`src/rtl/hagc_pkg.sv`:
```
// hagc_pkg: shared constants, types and state encoding for the hang agc sample scaler
// used by hagc_serial_mul, hagc_serial_div and hang_agc_sample_scaler
// no dependencies
package hagc_pkg;

    // sample and field widths
    localparam int SAMPLE_BITS = 16;
    localparam int ABS_W       = SAMPLE_BITS + 1;
    localparam int LVL_W       = 15;
    localparam int OUT_W       = 24;
    localparam int HANG_W      = 3;
    localparam int DECAY_W     = 16;
    localparam int GAIN_W      = 24;
    localparam int CFG_W       = 24;
    localparam int CFG_IDX_W   = 3;

    // stream data widths, padded to whole bytes
    localparam int S_TDATA_W   = ((SAMPLE_BITS + 7) / 8) * 8;
    localparam int M_FIELDS_W  = OUT_W + 2 * LVL_W;
    localparam int M_TDATA_W   = ((M_FIELDS_W + 7) / 8) * 8;
    localparam int M_PAD_W     = M_TDATA_W - M_FIELDS_W;

    // agc target 0.29 in q0.16
    localparam int TARGET_W = 15;
    localparam logic [TARGET_W-1:0] AGC_TARGET = 15'd19005;

    // serial multiplier: a is parallel, b is consumed one bit per cycle
    localparam int MUL_A_W   = GAIN_W;
    localparam int MUL_B_W   = (ABS_W > LVL_W) ? ABS_W : LVL_W;
    localparam int PROD_W    = MUL_A_W + MUL_B_W;
    localparam int MUL_CNT_W = $clog2(MUL_B_W + 1);

    // serial restoring divider
    localparam int DIV_NUM_W = ABS_W + TARGET_W;
    localparam int DIV_DEN_W = LVL_W + 1;
    localparam int DIV_CNT_W = $clog2(DIV_NUM_W + 1);

    // attack update: 9 * level + mag, divided by ten
    localparam int ATT_W = LVL_W + 4;
    localparam logic [DIV_DEN_W-1:0] DIV_TEN = DIV_DEN_W'(10);

    localparam int MAN_SHIFT = SAMPLE_BITS - 8;

    localparam logic [LVL_W-1:0]  LEVEL_MAX = {LVL_W{1'b1}};
    localparam logic [HANG_W-1:0] HANG_FAST = HANG_W'(1);
    localparam logic [HANG_W-1:0] HANG_SLOW = HANG_W'(6);

    typedef enum logic [CFG_IDX_W-1:0] {
        REG_AUTO_MODE    = 3'd0,
        REG_FAST_HANG    = 3'd1,
        REG_BYPASS       = 3'd2,
        REG_DECAY_FACTOR = 3'd3,
        REG_LEVEL_FLOOR  = 3'd4,
        REG_MANUAL_GAIN  = 3'd5
    } cfg_reg_t;

    typedef enum logic [2:0] {
        ST_IDLE,
        ST_PRE,
        ST_DECL,
        ST_DECP,
        ST_FIN,
        ST_DONE
    } agc_state_t;

    typedef struct packed {
        logic                 start;
        logic [DIV_CNT_W-1:0] steps;
    } div_ctl_t;

endpackage

```
`src/rtl/hagc_serial_mul.sv`:
```
// hagc_serial_mul: shift-add multiplier, one multiplier bit per cycle
// depends on hagc_pkg
module hagc_serial_mul (
    input  logic                         clk,
    input  logic                         rst_n,
    input  logic                         start,
    input  logic [hagc_pkg::MUL_A_W-1:0] a,
    input  logic [hagc_pkg::MUL_B_W-1:0] b,
    output logic                         busy,
    output logic [hagc_pkg::PROD_W-1:0]  prod
);
    import hagc_pkg::*;

    logic [MUL_CNT_W-1:0] cnt_reg;
    logic [MUL_A_W-1:0]   a_reg;
    logic [MUL_B_W-1:0]   b_reg;
    logic [PROD_W-1:0]    acc_reg;
    logic [MUL_A_W:0]     sum;

    assign busy = (cnt_reg != '0);
    assign prod = acc_reg;

    // add the multiplicand into the upper part, then shift right
    assign sum = {1'b0, acc_reg[PROD_W-1:MUL_B_W]} + (b_reg[0] ? {1'b0, a_reg} : '0);

    always_ff @(posedge clk or negedge rst_n)
    begin
        if (!rst_n)
        begin
            cnt_reg <= '0;
        end
        else if (start)
        begin
            cnt_reg <= MUL_CNT_W'(MUL_B_W);
        end
        else if (busy)
        begin
            cnt_reg <= cnt_reg - MUL_CNT_W'(1);
        end
    end

    always_ff @(posedge clk)
    begin
        if (start)
        begin
            a_reg   <= a;
            b_reg   <= b;
            acc_reg <= '0;
        end
        else if (busy)
        begin
            b_reg   <= b_reg >> 1;
            acc_reg <= {sum, acc_reg[MUL_B_W-1:1]};
        end
    end

endmodule

```
`src/rtl/hagc_serial_div.sv`:
```
// hagc_serial_div: restoring divider, one quotient bit per cycle, msb first
// depends on hagc_pkg
module hagc_serial_div (
    input  logic                           clk,
    input  logic                           rst_n,
    input  hagc_pkg::div_ctl_t             ctl,
    input  logic [hagc_pkg::DIV_NUM_W-1:0] num,
    input  logic [hagc_pkg::DIV_DEN_W-1:0] den,
    output logic                           busy,
    output logic [hagc_pkg::DIV_NUM_W-1:0] quot
);
    import hagc_pkg::*;

    logic [DIV_CNT_W-1:0] cnt_reg;
    logic [DIV_NUM_W-1:0] num_reg;
    logic [DIV_DEN_W-1:0] den_reg;
    logic [DIV_DEN_W-1:0] rem_reg;
    logic [DIV_NUM_W-1:0] quot_reg;
    logic [DIV_DEN_W:0]   trial;
    logic                 fits;
    logic [DIV_DEN_W-1:0] rem_next;

    assign busy = (cnt_reg != '0);
    assign quot = quot_reg;

    assign trial    = {rem_reg, num_reg[DIV_NUM_W-1]};
    assign fits     = (trial >= {1'b0, den_reg});
    assign rem_next = fits ? DIV_DEN_W'(trial - {1'b0, den_reg}) : trial[DIV_DEN_W-1:0];

    always_ff @(posedge clk or negedge rst_n)
    begin
        if (!rst_n)
        begin
            cnt_reg <= '0;
        end
        else if (ctl.start)
        begin
            cnt_reg <= ctl.steps;
        end
        else if (busy)
        begin
            cnt_reg <= cnt_reg - DIV_CNT_W'(1);
        end
    end

    always_ff @(posedge clk)
    begin
        if (ctl.start)
        begin
            num_reg  <= num;
            den_reg  <= den;
            rem_reg  <= '0;
            quot_reg <= '0;
        end
        else if (busy)
        begin
            num_reg  <= {num_reg[DIV_NUM_W-2:0], 1'b0};
            rem_reg  <= rem_next;
            quot_reg <= {quot_reg[DIV_NUM_W-2:0], fits};
        end
    end

endmodule

```
`src/rtl/hang_agc_sample_scaler.sv`:
```
// hang_agc_sample_scaler: agc with level and peak tracking and a hang counter
// top level; depends on hagc_pkg, hagc_serial_mul and hagc_serial_div
// processing time from input transaction to result is set by the
//   bit-serial multiplier (one bit a cycle) and the restoring divider
// the sequencer works on one sample at a time; a finished result waits in the
//   output register while the next sample is taken; bypass skips the arithmetic
// reset: asynchronous, active low; levels and hang cleared, registers to defaults
module hang_agc_sample_scaler (
    input  logic                             clk,
    input  logic                             rst_n,
    // configuration write port
    input  logic                             cfg_wr,
    input  logic [hagc_pkg::CFG_IDX_W-1:0]   cfg_idx,
    input  logic [hagc_pkg::CFG_W-1:0]       cfg_data,
    // input stream
    input  logic                             s_tvalid,
    output logic                             s_tready,
    input  logic [hagc_pkg::S_TDATA_W-1:0]   s_tdata,   // sample_in
    // output stream
    output logic                             m_tvalid,
    input  logic                             m_tready,
    output logic [hagc_pkg::M_TDATA_W-1:0]   m_tdata    // sample_out, level_now, peak_now
);
    import hagc_pkg::*;

    // configuration registers
    logic               auto_mode_reg;
    logic               fast_hang_reg;
    logic               bypass_reg;
    logic [DECAY_W-1:0] decay_reg;
    logic [LVL_W-1:0]   floor_reg;
    logic [GAIN_W-1:0]  gain_reg;

    // tracking state
    logic [LVL_W-1:0]   level_reg;
    logic [LVL_W-1:0]   peak_reg;
    logic [HANG_W-1:0]  hang_reg;

    agc_state_t         state_reg;
    agc_state_t         state_next;

    // per-sample working registers
    logic               neg_reg;
    logic               attack_reg;
    logic [OUT_W-1:0]   result_reg;

    logic               out_valid_reg;
    logic [M_TDATA_W-1:0] out_data_reg;

    // input decode
    logic [ABS_W-1:0]   in_sext;
    logic               in_neg;
    logic [ABS_W-1:0]   in_abs;
    logic [LVL_W-1:0]   in_mag;
    logic               in_attack;
    logic [ATT_W-1:0]   att_sum;

    // divisor for automatic mode
    logic [LVL_W-1:0]     level_new;
    logic [LVL_W-1:0]     div_d;
    logic [DIV_DEN_W-1:0] den_scale;

    // arithmetic units
    logic                 mul_start;
    logic [MUL_A_W-1:0]   mul_a;
    logic [MUL_B_W-1:0]   mul_b;
    logic                 mul_busy;
    logic [PROD_W-1:0]    mul_prod;
    logic [LVL_W-1:0]     decay_out;

    div_ctl_t             div_ctl;
    logic [DIV_NUM_W-1:0] div_num;
    logic [DIV_DEN_W-1:0] div_den;
    logic                 div_busy;
    logic [DIV_NUM_W-1:0] div_q;

    // sequencer strobes
    logic take;
    logic pre_done;
    logic decl_done;
    logic decp_done;
    logic fin_done;
    logic out_load;

    // saturate a magnitude with its sign to the 24-bit output range
    function automatic logic [OUT_W-1:0] sat_out(input logic neg,
                                                 input logic [PROD_W-1:0] mag);
        logic [PROD_W-1:0] neg_mag;
        neg_mag = ~mag + PROD_W'(1);
        if (neg)
        begin
            if (mag > PROD_W'(1) << (OUT_W - 1))
                sat_out = {1'b1, {(OUT_W-1){1'b0}}};
            else
                sat_out = neg_mag[OUT_W-1:0];
        end
        else
        begin
            if (mag > (PROD_W'(1) << (OUT_W - 1)) - PROD_W'(1))
                sat_out = {1'b0, {(OUT_W-1){1'b1}}};
            else
                sat_out = mag[OUT_W-1:0];
        end
    endfunction

    assign s_tready = (state_reg == ST_IDLE);
    assign m_tvalid = out_valid_reg;
    assign m_tdata  = out_data_reg;

    // magnitude of the sample; the most negative value keeps its full size
    assign in_neg  = s_tdata[SAMPLE_BITS-1];
    assign in_sext = {s_tdata[SAMPLE_BITS-1], s_tdata[SAMPLE_BITS-1:0]};
    assign in_abs  = in_neg ? (~in_sext + ABS_W'(1)) : in_sext;
    // level tracking sees the magnitude clipped to the level range
    assign in_mag  = (MUL_B_W'(in_abs) > MUL_B_W'(LEVEL_MAX)) ? LEVEL_MAX
                                                               : LVL_W'(in_abs);
    assign in_attack = (level_reg < in_mag);
    assign att_sum   = (ATT_W'(level_reg) << 3) + ATT_W'(level_reg) + ATT_W'(in_mag);

    // level after the attack step, ready once the divide by ten is done
    assign level_new = attack_reg ? div_q[LVL_W-1:0] : level_reg;

    always_comb
    begin
        div_d = (level_new > floor_reg) ? level_new : floor_reg;
        if (div_d == '0)
            div_d = LVL_W'(1);
    end

    // divisor is twice the level, so the quotient lands in q8.15
    assign den_scale = {div_d, 1'b0};
    assign decay_out = mul_prod[LVL_W+DECAY_W-1:DECAY_W];

    hagc_serial_mul u_mul (
        .clk   (clk),
        .rst_n (rst_n),
        .start (mul_start),
        .a     (mul_a),
        .b     (mul_b),
        .busy  (mul_busy),
        .prod  (mul_prod)
    );

    hagc_serial_div u_div (
        .clk   (clk),
        .rst_n (rst_n),
        .ctl   (div_ctl),
        .num   (div_num),
        .den   (div_den),
        .busy  (div_busy),
        .quot  (div_q)
    );

    // sequencer: attack divide (on an attack) and scale multiply run side by side, then
    // the scale divide (auto mode) runs in the background while the decay multiplies go
    always_ff @(posedge clk or negedge rst_n)
    begin
        if (!rst_n)
            state_reg <= ST_IDLE;
        else
            state_reg <= state_next;
    end

    always_comb
    begin
        state_next = state_reg;
        mul_start  = 1'b0;
        mul_a      = '0;
        mul_b      = '0;
        div_ctl    = '0;
        div_num    = '0;
        div_den    = '0;
        take       = 1'b0;
        pre_done   = 1'b0;
        decl_done  = 1'b0;
        decp_done  = 1'b0;
        fin_done   = 1'b0;
        out_load   = 1'b0;

        case (state_reg)
            ST_IDLE:
            begin
                if (s_tvalid)
                begin
                    take = 1'b1;
                    if (bypass_reg)
                    begin
                        state_next = ST_DONE;
                    end
                    else
                    begin
                        mul_start = 1'b1;
                        mul_a     = auto_mode_reg ? MUL_A_W'(AGC_TARGET) : gain_reg;
                        mul_b     = MUL_B_W'(in_abs);
                        if (in_attack)
                        begin
                            div_ctl.start = 1'b1;
                            div_ctl.steps = DIV_CNT_W'(ATT_W);
                            div_num       = {att_sum, {(DIV_NUM_W-ATT_W){1'b0}}};
                            div_den       = DIV_TEN;
                        end
                        state_next = ST_PRE;
                    end
                end
            end

            ST_PRE:
            begin
                if (!mul_busy && !div_busy)
                begin
                    pre_done = 1'b1;
                    if (auto_mode_reg)
                    begin
                        div_ctl.start = 1'b1;
                        div_ctl.steps = DIV_CNT_W'(DIV_NUM_W);
                        div_num       = mul_prod[DIV_NUM_W-1:0];
                        div_den       = den_scale;
                    end
                    mul_start = 1'b1;
                    mul_a     = MUL_A_W'(decay_reg);
                    // the level decays only once the hang has run out
                    if (hang_reg == '0)
                    begin
                        mul_b      = MUL_B_W'(level_new);
                        state_next = ST_DECL;
                    end
                    else
                    begin
                        mul_b      = MUL_B_W'(peak_reg);
                        state_next = ST_DECP;
                    end
                end
            end

            ST_DECL:
            begin
                if (!mul_busy)
                begin
                    decl_done  = 1'b1;
                    mul_start  = 1'b1;
                    mul_a      = MUL_A_W'(decay_reg);
                    mul_b      = MUL_B_W'(peak_reg);
                    state_next = ST_DECP;
                end
            end

            ST_DECP:
            begin
                if (!mul_busy)
                begin
                    decp_done  = 1'b1;
                    state_next = ST_FIN;
                end
            end

            ST_FIN:
            begin
                if (!div_busy)
                begin
                    fin_done   = 1'b1;
                    state_next = ST_DONE;
                end
            end

            ST_DONE:
            begin
                if (!out_valid_reg || m_tready)
                begin
                    out_load   = 1'b1;
                    state_next = ST_IDLE;
                end
            end

            default:
            begin
                state_next = ST_IDLE;
            end
        endcase
    end

    // configuration writes; unknown indexes are dropped
    always_ff @(posedge clk or negedge rst_n)
    begin
        if (!rst_n)
        begin
            auto_mode_reg <= 1'b1;
            fast_hang_reg <= 1'b0;
            bypass_reg    <= 1'b0;
            decay_reg     <= DECAY_W'(65470);
            floor_reg     <= LVL_W'(33);
            gain_reg      <= GAIN_W'(256);
        end
        else if (cfg_wr)
        begin
            case (cfg_idx)
                REG_AUTO_MODE:    auto_mode_reg <= cfg_data[0];
                REG_FAST_HANG:    fast_hang_reg <= cfg_data[0];
                REG_BYPASS:       bypass_reg    <= cfg_data[0];
                REG_DECAY_FACTOR: decay_reg     <= cfg_data[DECAY_W-1:0];
                REG_LEVEL_FLOOR:  floor_reg     <= cfg_data[LVL_W-1:0];
                REG_MANUAL_GAIN:  gain_reg      <= cfg_data[GAIN_W-1:0];
                default:          ;
            endcase
        end
    end

    // level, peak and hang tracking
    always_ff @(posedge clk or negedge rst_n)
    begin
        if (!rst_n)
        begin
            level_reg <= '0;
            peak_reg  <= '0;
            hang_reg  <= '0;
        end
        else
        begin
            // attack: peak jumps to the magnitude and the hang reloads
            if (take && !bypass_reg && in_attack)
            begin
                peak_reg <= in_mag;
                hang_reg <= fast_hang_reg ? HANG_FAST : HANG_SLOW;
            end
            if (pre_done)
                level_reg <= level_new;
            if (decl_done)
                level_reg <= decay_out;
            if (decp_done)
            begin
                peak_reg <= decay_out;
                if (hang_reg != '0)
                    hang_reg <= hang_reg - HANG_W'(1);
            end
        end
    end

    // per-sample working values and the scaled result
    always_ff @(posedge clk)
    begin
        if (take)
        begin
            neg_reg    <= in_neg;
            attack_reg <= in_attack && !bypass_reg;
            if (bypass_reg)
                result_reg <= OUT_W'($signed(s_tdata[SAMPLE_BITS-1:0]));
        end
        // manual gain product is final once the first multiply is done
        if (pre_done && !auto_mode_reg)
            result_reg <= sat_out(neg_reg, mul_prod >> MAN_SHIFT);
        if (fin_done && auto_mode_reg)
            result_reg <= sat_out(neg_reg, PROD_W'(div_q));
    end

    // output register, frees the sequencer while the result waits
    always_ff @(posedge clk or negedge rst_n)
    begin
        if (!rst_n)
            out_valid_reg <= 1'b0;
        else if (out_load)
            out_valid_reg <= 1'b1;
        else if (m_tready)
            out_valid_reg <= 1'b0;
    end

    always_ff @(posedge clk)
    begin
        if (out_load)
            out_data_reg <= {{M_PAD_W{1'b0}}, peak_reg, level_reg, result_reg};
    end

endmodule

```
`config.mk`:
```
export PLATFORM = sky130hd
export DESIGN_NAME = hang_agc_sample_scaler
export DESIGN_NICKNAME = d
export VERILOG_FILES = /design/src/rtl/hagc_pkg.sv /design/src/rtl/hagc_serial_mul.sv /design/src/rtl/hagc_serial_div.sv /design/src/rtl/hang_agc_sample_scaler.sv
export SDC_FILE = /design/constraint.sdc
export NUM_CORES = 1
export LEC_CHECK = 0
export BUFFER_PORTS_ARGS = -buffer_cell sky130_fd_sc_hd__clkbuf_2
export CAP_MARGIN = 10
export CORE_ASPECT_RATIO = 0.7
export CORE_MARGIN = 4
export CORE_UTILIZATION = 62
export DETAILED_ROUTE_END_ITERATION = 10
export GPL_TIMING_DRIVEN = 0
export PLACE_DENSITY = 0.81
export SETUP_SLACK_MARGIN = 0.4
export SLEW_MARGIN = 20
export SYNTH_ARGS = -nofsm -noshare
export SYNTH_HDL_FRONTEND = slang
export SYNTH_SLANG_ARGS = --single-unit
```
`constraint.sdc`:
```
create_clock -name clk -period 4.27 [get_ports clk]
set_input_delay 0.6405 -clock clk [delete_from_list [all_inputs] [get_ports clk]]
set_output_delay 0.6405 -clock clk [all_outputs]
set_load 0.01 [all_outputs]
```
## Yosys cells after proc, flatten, opt, wreduce, memory -nomap -nowiden

Cells that the tools add are included.

| cells by class | value |
|---|---|
| add/subtract/negate cells | 10 |
| order comparisons | 8 |
| equality and inequality tests | 16 |
| muxes and demuxes | 88 |
| bitwise operators | 3 |
| reduce and logical (&&, ||, !) cells | 34 |

Operator list:

| cell | count |
|---|---|
| two-way mux 24 bit | 14 |
| two-way mux 32 bit | 7 |
| two-way mux 15 bit | 11 |
| two-way mux 17 bit | 5 |
| two-way mux 16 bit | 5 |
| case mux 24 bit (3 select lines) | 1 |
| case mux 32 bit (2 select lines) | 1 |
| case mux 17 bit (3 select lines) | 1 |
| adder 24 x 1 -> 24 bit (second input constant) | 2 |
| inverter 24 bit | 2 |
| two-way mux 7 bit | 5 |
| > comparator 33 x 23 -> 1 bit (second input constant) | 1 |
| > comparator 33 x 24 -> 1 bit (second input constant) | 1 |
| two-way mux 3 bit | 11 |
| > comparator 32 x 23 -> 1 bit (second input constant) | 1 |
| > comparator 32 x 24 -> 1 bit (second input constant) | 1 |
| case mux 16 bit (2 select lines) | 1 |
| adder 24 x 24 -> 25 bit | 1 |
| adder 18 x 15 -> 19 bit | 1 |
| adder 19 x 15 -> 19 bit | 1 |
| case mux 3 bit (6 select lines) | 1 |
| adder 17 x 1 -> 17 bit (second input constant) | 1 |
| >= comparator 17 x 16 -> 1 bit | 1 |
| > comparator 17 x 15 -> 1 bit (second input constant) | 1 |
| 28 further kinds | 82 |

| storage, ports and cells | value |
|---|---|
| bits in registers | 364 |
| bits of input ports | 48 |

## Depth between registers and ports, before layout

| logic depth | value |
|---|---|
| depth after elaboration | 11 |
| depth in mapped cells | 17 |
| mapped depth without buffers | 17 |

## Cells and area by module

Synthesis repeated with hierarchy kept, for this count alone.

| unflattened totals | value |
|---|---|
| cells, all modules | 2189 |
| area total of the unflattened synthesis | 21135.3 sq um |

Modules (own cells, without submodules):

| module | instances | cells an instance | area an instance (sq um) |
|---|---|---|---|
| hang_agc_sample_scaler | 1 | 1235 | 11544.8 |
| hagc_serial_div | 1 | 496 | 5078.6 |
| hagc_serial_mul | 1 | 458 | 4511.8 |

## Worst setup path before layout

No wires, ideal clock.

| path | value |
|---|---|
| path type | input port to flip-flop |
| from | input s_tdata[12] (netlist bit) |
| to | register u_div.num_reg[0] (enable) |
| data arrival time | 4830 ps |
| data required time | 3880 ps |
| setup slack | -950 ps |
| stages on the path | 14 |
| buffers on the path | 2 |
| path through | or4_1 or2_2 nor4_1 nor2_1 ha_1 or4_1 a221oi_1 o21ai_0 a41o_1 a21oi_1 nor2_1 clkbuf_1 clkbuf_1 nand2_1 |

| between the ends | value |
|---|---|
| cells in the longest elaborated chain, start to end | 11 |

RTL lines:

| element | line | text |
|---|---|---|
| start: declaration | hang_agc_sample_scaler.sv:18 | `input logic [hagc_pkg::S_TDATA_W-1:0] s_tdata,` |
| inverter 17 bit | hang_agc_sample_scaler.sv:113 | `assign in_abs = in_neg ? (~in_sext + ABS_W'(1)) : in_sext;` |
| adder 17 x 1 -> 17 bit | hang_agc_sample_scaler.sv:113 |  |
| two-way mux 17 bit (*) | hang_agc_sample_scaler.sv:113 |  |
| > comparator 17 x 15 -> 1 bit | hang_agc_sample_scaler.sv:115 | `assign in_mag = (MUL_B_W'(in_abs) > MUL_B_W'(LEVEL_MAX)) ? LEVEL_MAX` |
| two-way mux 15 bit (*) | hang_agc_sample_scaler.sv:115 |  |
| less-than comparator 15 bit (*) | hang_agc_sample_scaler.sv:117 | `assign in_attack = (level_reg < in_mag);` |
| two-way mux 7 bit (*) | hang_agc_sample_scaler.sv:195 | `if (in_attack)` |
| two-way mux 7 bit (*) | hang_agc_sample_scaler.sv:186 | `if (bypass_reg)` |
| two-way mux 7 bit (*) | hang_agc_sample_scaler.sv:183 | `if (s_tvalid)` |
| case mux 7 bit (2 select lines) (*) | hang_agc_sample_scaler.sv:180 | `case (state_reg)` |
| nonzero test 2 bit (no source line) (*) | -- |  |
| end signal: assignment | hagc_serial_div.sv:50 | `num_reg <= num;` |
| end signal: assignment | hagc_serial_div.sv:57 | `num_reg <= {num_reg[DIV_NUM_W-2:0], 1'b0};` |
| end: declaration | hagc_serial_div.sv:15 | `logic [DIV_NUM_W-1:0] num_reg;` |

Mark *: on every way between the ends. The rest lies on a longest branch, timed or not.
A chain may end at the register's enable or synchronous reset.

## Final worst setup path

| path | value |
|---|---|
| from | input s_tdata[6] (netlist bit) |
| to | register u_div.num_reg[31] (data pin) |

| between the ends | value |
|---|---|
| cells in the longest elaborated chain, start to end | 11 |
| elaborated cells on any way between the ends | 16 |

RTL lines:

| element | line | text |
|---|---|---|
| inverter 17 bit | hang_agc_sample_scaler.sv:113 |  |
| adder 17 x 1 -> 17 bit | hang_agc_sample_scaler.sv:113 |  |
| two-way mux 17 bit (*) | hang_agc_sample_scaler.sv:113 |  |
| > comparator 17 x 15 -> 1 bit | hang_agc_sample_scaler.sv:115 |  |
| two-way mux 15 bit (*) | hang_agc_sample_scaler.sv:115 |  |
| adder 19 x 15 -> 19 bit or less-than comparator 15 bit (tied branches) | hang_agc_sample_scaler.sv:118, hang_agc_sample_scaler.sv:117 |  |
| two-way mux 32 bit or two-way mux 7 bit (tied branches) | hang_agc_sample_scaler.sv:195 |  |
| two-way mux 32 bit or two-way mux 7 bit (tied branches) | hang_agc_sample_scaler.sv:186 |  |
| two-way mux 32 bit or two-way mux 7 bit (tied branches) | hang_agc_sample_scaler.sv:183 |  |
| case mux 32 bit (2 select lines) or case mux 7 bit (2 select lines) (tied branches) | hang_agc_sample_scaler.sv:180 |  |
| two-way mux 32 bit (*) | hagc_serial_div.sv:48 | `if (ctl.start)` |

Marks and branches as above.

==> qor.yml <==
synth-seq-cells: 363
route.detailed.drc: 1
endpoint_kind: "flip-flop"
hp-class: "in -> reg"
syn_avg_cell_area_um2: 9.54
yosys.area.top_type: "edfxtp_1"
start_util_pct: 63.0
ys.flop_type: "edfxtp_1"
power_switching_uw: 3290
synthCells: 2140
antenna_found_initial: 4
fin_ws_ps: -436
vias: 19512
dieWidth_um: 225
die_height_um: 160
rrSetupSlack_ps: 360
root_buffer: "clkbuf_16"
rsz0062_at_grt: "true"
vias_per_cell: 6.92
hold_slack_ps: 301
drt_first_iter_violations: 3216
instances_no_fill: 2820
clkTransAtPathRegs_ps: 70
clkPwrFrac_pct: 33.6
dr.pass1.iters: 10
area_delta_synth_final_pct: 22.5
fill_cells: 2084
synth-edff-count: 168
worstReg2RegEnd: "result_reg[20]$_DFFE_PP_"
yosysMostFrequentCell: "nand2_1"
io_buffers: 103
pwr-share-seq_pct: 42.7
criticalPathCategory: "in -> reg"
p_int_uw: 6550
leakage_uw: 0.0104
fin_skew_ps: 17.6
finalWirelength_mm: 76.5
crit_end: "u_div.num_reg[31]$_DFFE_PP_"
setup_violations: 152
critPathArrivalTime_ps: 5000
max-vdd-ir-drop_v: 0.000499
worstMarginPinSlew_ps: 979
grt_pass1_wl_mm: 113
yosysWarnings: 0
grt_max_degree: 91
p_total_uw: 9840
hpwl_mm: 51.9
finalNetCount: 2524
htree_num_levels: 2
diodes: 0
cp-start-kind: "input pin"
outcome: "finished with violations"
synthTopCellsByArea: "edfxtp_1, dfrtp_1, dfxtp_1"
synth_top_area_share_pct: 24.7
drive_gt1_share_pct: 23.1
p_per_area_nw_per_um2: 394
async_flop_share_pct: 29.2
synth_cell_type_count: 86
cts.path.max_buffers: 3
grt-ovfl-total: 0
globalRouteTotalUtil_pct: 40.7
fin_crit_sh_pct: 110
ioPinCount: 106
max_freq_ghz: 0.212
multiInputGateArea_um2: 11100
switching_share_pct: 33.4
dieArea_um2: 35900
r2r_cells: 10
syn_area_um2: 20400
violations: "design-rule violations, negative setup slack"
drv_cap: 0
min_period_ps: 4710
hold_viol: 0
core_area_um2: 32400
grt_pass1_vias: 18639
pwr-share-comb_pct: 23.7
timing.rr.start: "u_mul.prod[20]$_SDFFE_PP0P_"
synth_top_cells_by_count: "nand2_1, nor2_1, edfxtp_1, a21oi_1, o21ai_0"
startpoint: "s_tdata[6]"
clkLatencyLatePin_ps: 560
slew_viol_final: 0
drtAntennaViolNets: 0
wl_per_cell_um: 27.1
ff_latch_area_um2: 9500
tns_ps: -29040
crit_required_ps: 4570
largest_reg_flops: 54
fin_util_pct: 77.2
relSlewSlack_pct: 34.7
placement_rows: 55
clkSinkCount: 363
place_inst: 2676
cts_buffers: 36
cp_max_fo: 5
place.gp.congestion: 1.01
cts_tree: "done"
seq_area_frac_synth_pct: 46.6
stage by stage:
step | cell area [µm²] | setup slack (ps)
6_report | 25000 | -436
4_1_cts | 24300 | -236
2_1_floorplan | 20700 | -299
3_3_place_gp | 21700 | -1400
5_1_grt | 25000 | -488
3_5_place_dp | 21800 | -1480
critical path, cell delays in order:
cell      delay [ps]
clkbuf_2         140
nor4_1           400
nand3_1          200
o21ai_0          340
xnor2_1          250
nor2_1           480
inv_1            120
fa_1             460
ha_1             400
nand3_1          160
or3_4            430
a31oi_4          270
o311ai_4         120
nor2b_4          160
o41ai_4          420
worst min path at each step:
stage | start | end | slack [ps] | depth (start not counted)
after floorplan | rst_n | bypass_reg$_DFFE_PN0P_ | 340 | 0
after global placement | result_reg[1]$_DFFE_PP_ | m_tdata[1]$_DFFE_PP_ | 400 | 0
after detailed placement | result_reg[13]$_DFFE_PP_ | m_tdata[13]$_DFFE_PP_ | 400 | 0
after CTS | cfg_data[22] | gain_reg[22]$_DFFE_PN0P_ | 300 | 2
after global routing | cfg_data[16] | gain_reg[16]$_DFFE_PN0P_ | 310 | 2
final | cfg_data[22] | gain_reg[22]$_DFFE_PN0P_ | 300 | 2
repair_timing:
item / 4_1_cts / 5_1_grt
buffers inserted: 47 / 17
hold buffers: 1 / 0
gates cloned: 12 / 1
pin swaps: 35 / 36
hold endpoints to repair: 11 / 0
resized for setup: 170 / 146
setup endpoints to repair: 234 / 250
logic make-up after synthesis:
kind of cell | after synthesis | synth area share, %
AND/OR/NAND/NOR | 727 | 16.7
AO/OA/AOI/OAI | 576 | 18.6
flip-flops | 363 | 46.6
buffers and inverters | 234 | 4.44
adder cells (fa/ha/maj) | 111 | 7.36
multiplexers | 83 | 4.42
XOR/XNOR | 45 | 1.93
other | 1 | 0.0184
power by group through the flow:
stage	sequential, µW	clock, µW	combinational [µW]
floorplan	4140	0	1470
global placement	4230	0	2030
detailed placement	4250	0	2100
CTS	4180	3280	2180
global route	4220	3440	2490
finish	4200	3310	2330
cells in the final DEF, fill, tap and decap left out, types with 89 or more instances in the layout:
| master | instances |
|---|---|
| a21oi_1 | 124 |
| edfxtp_1 | 168 |
| inv_1 | 99 |
| dfxtp_1 | 89 |
| nor2_1 | 165 |
| clkbuf_2 | 109 |
| o21ai_0 | 98 |
| clkbuf_1 | 92 |
| nand2_1 | 252 |
layout make-up:
cell class	instances	area share, %
Timing Repair inverter	1	0.0650
Sequential cell	363	38.0
Tap cell	427	2.14
Buffer	130	3.28
Multi-Input combinational cell	1549	44.3
Clock inverter	22	0.776
Timing Repair Buffer	180	5.82
Inverter	104	1.64
Clock buffer	44	3.97
layer usage:
layer | vias to the layer above | global-route usage [%] | routed length (µm)
met2 | 1568 | 56.9 | 32100
met4 | 2 | 14.9 | 3440
li1 | 8269 | - | -
met5 | - | 0 | 18
met3 | 294 | 13.8 | 11600
met1 | 9379 | 58.9 | 29400
(Power assumes the default switching activity.)
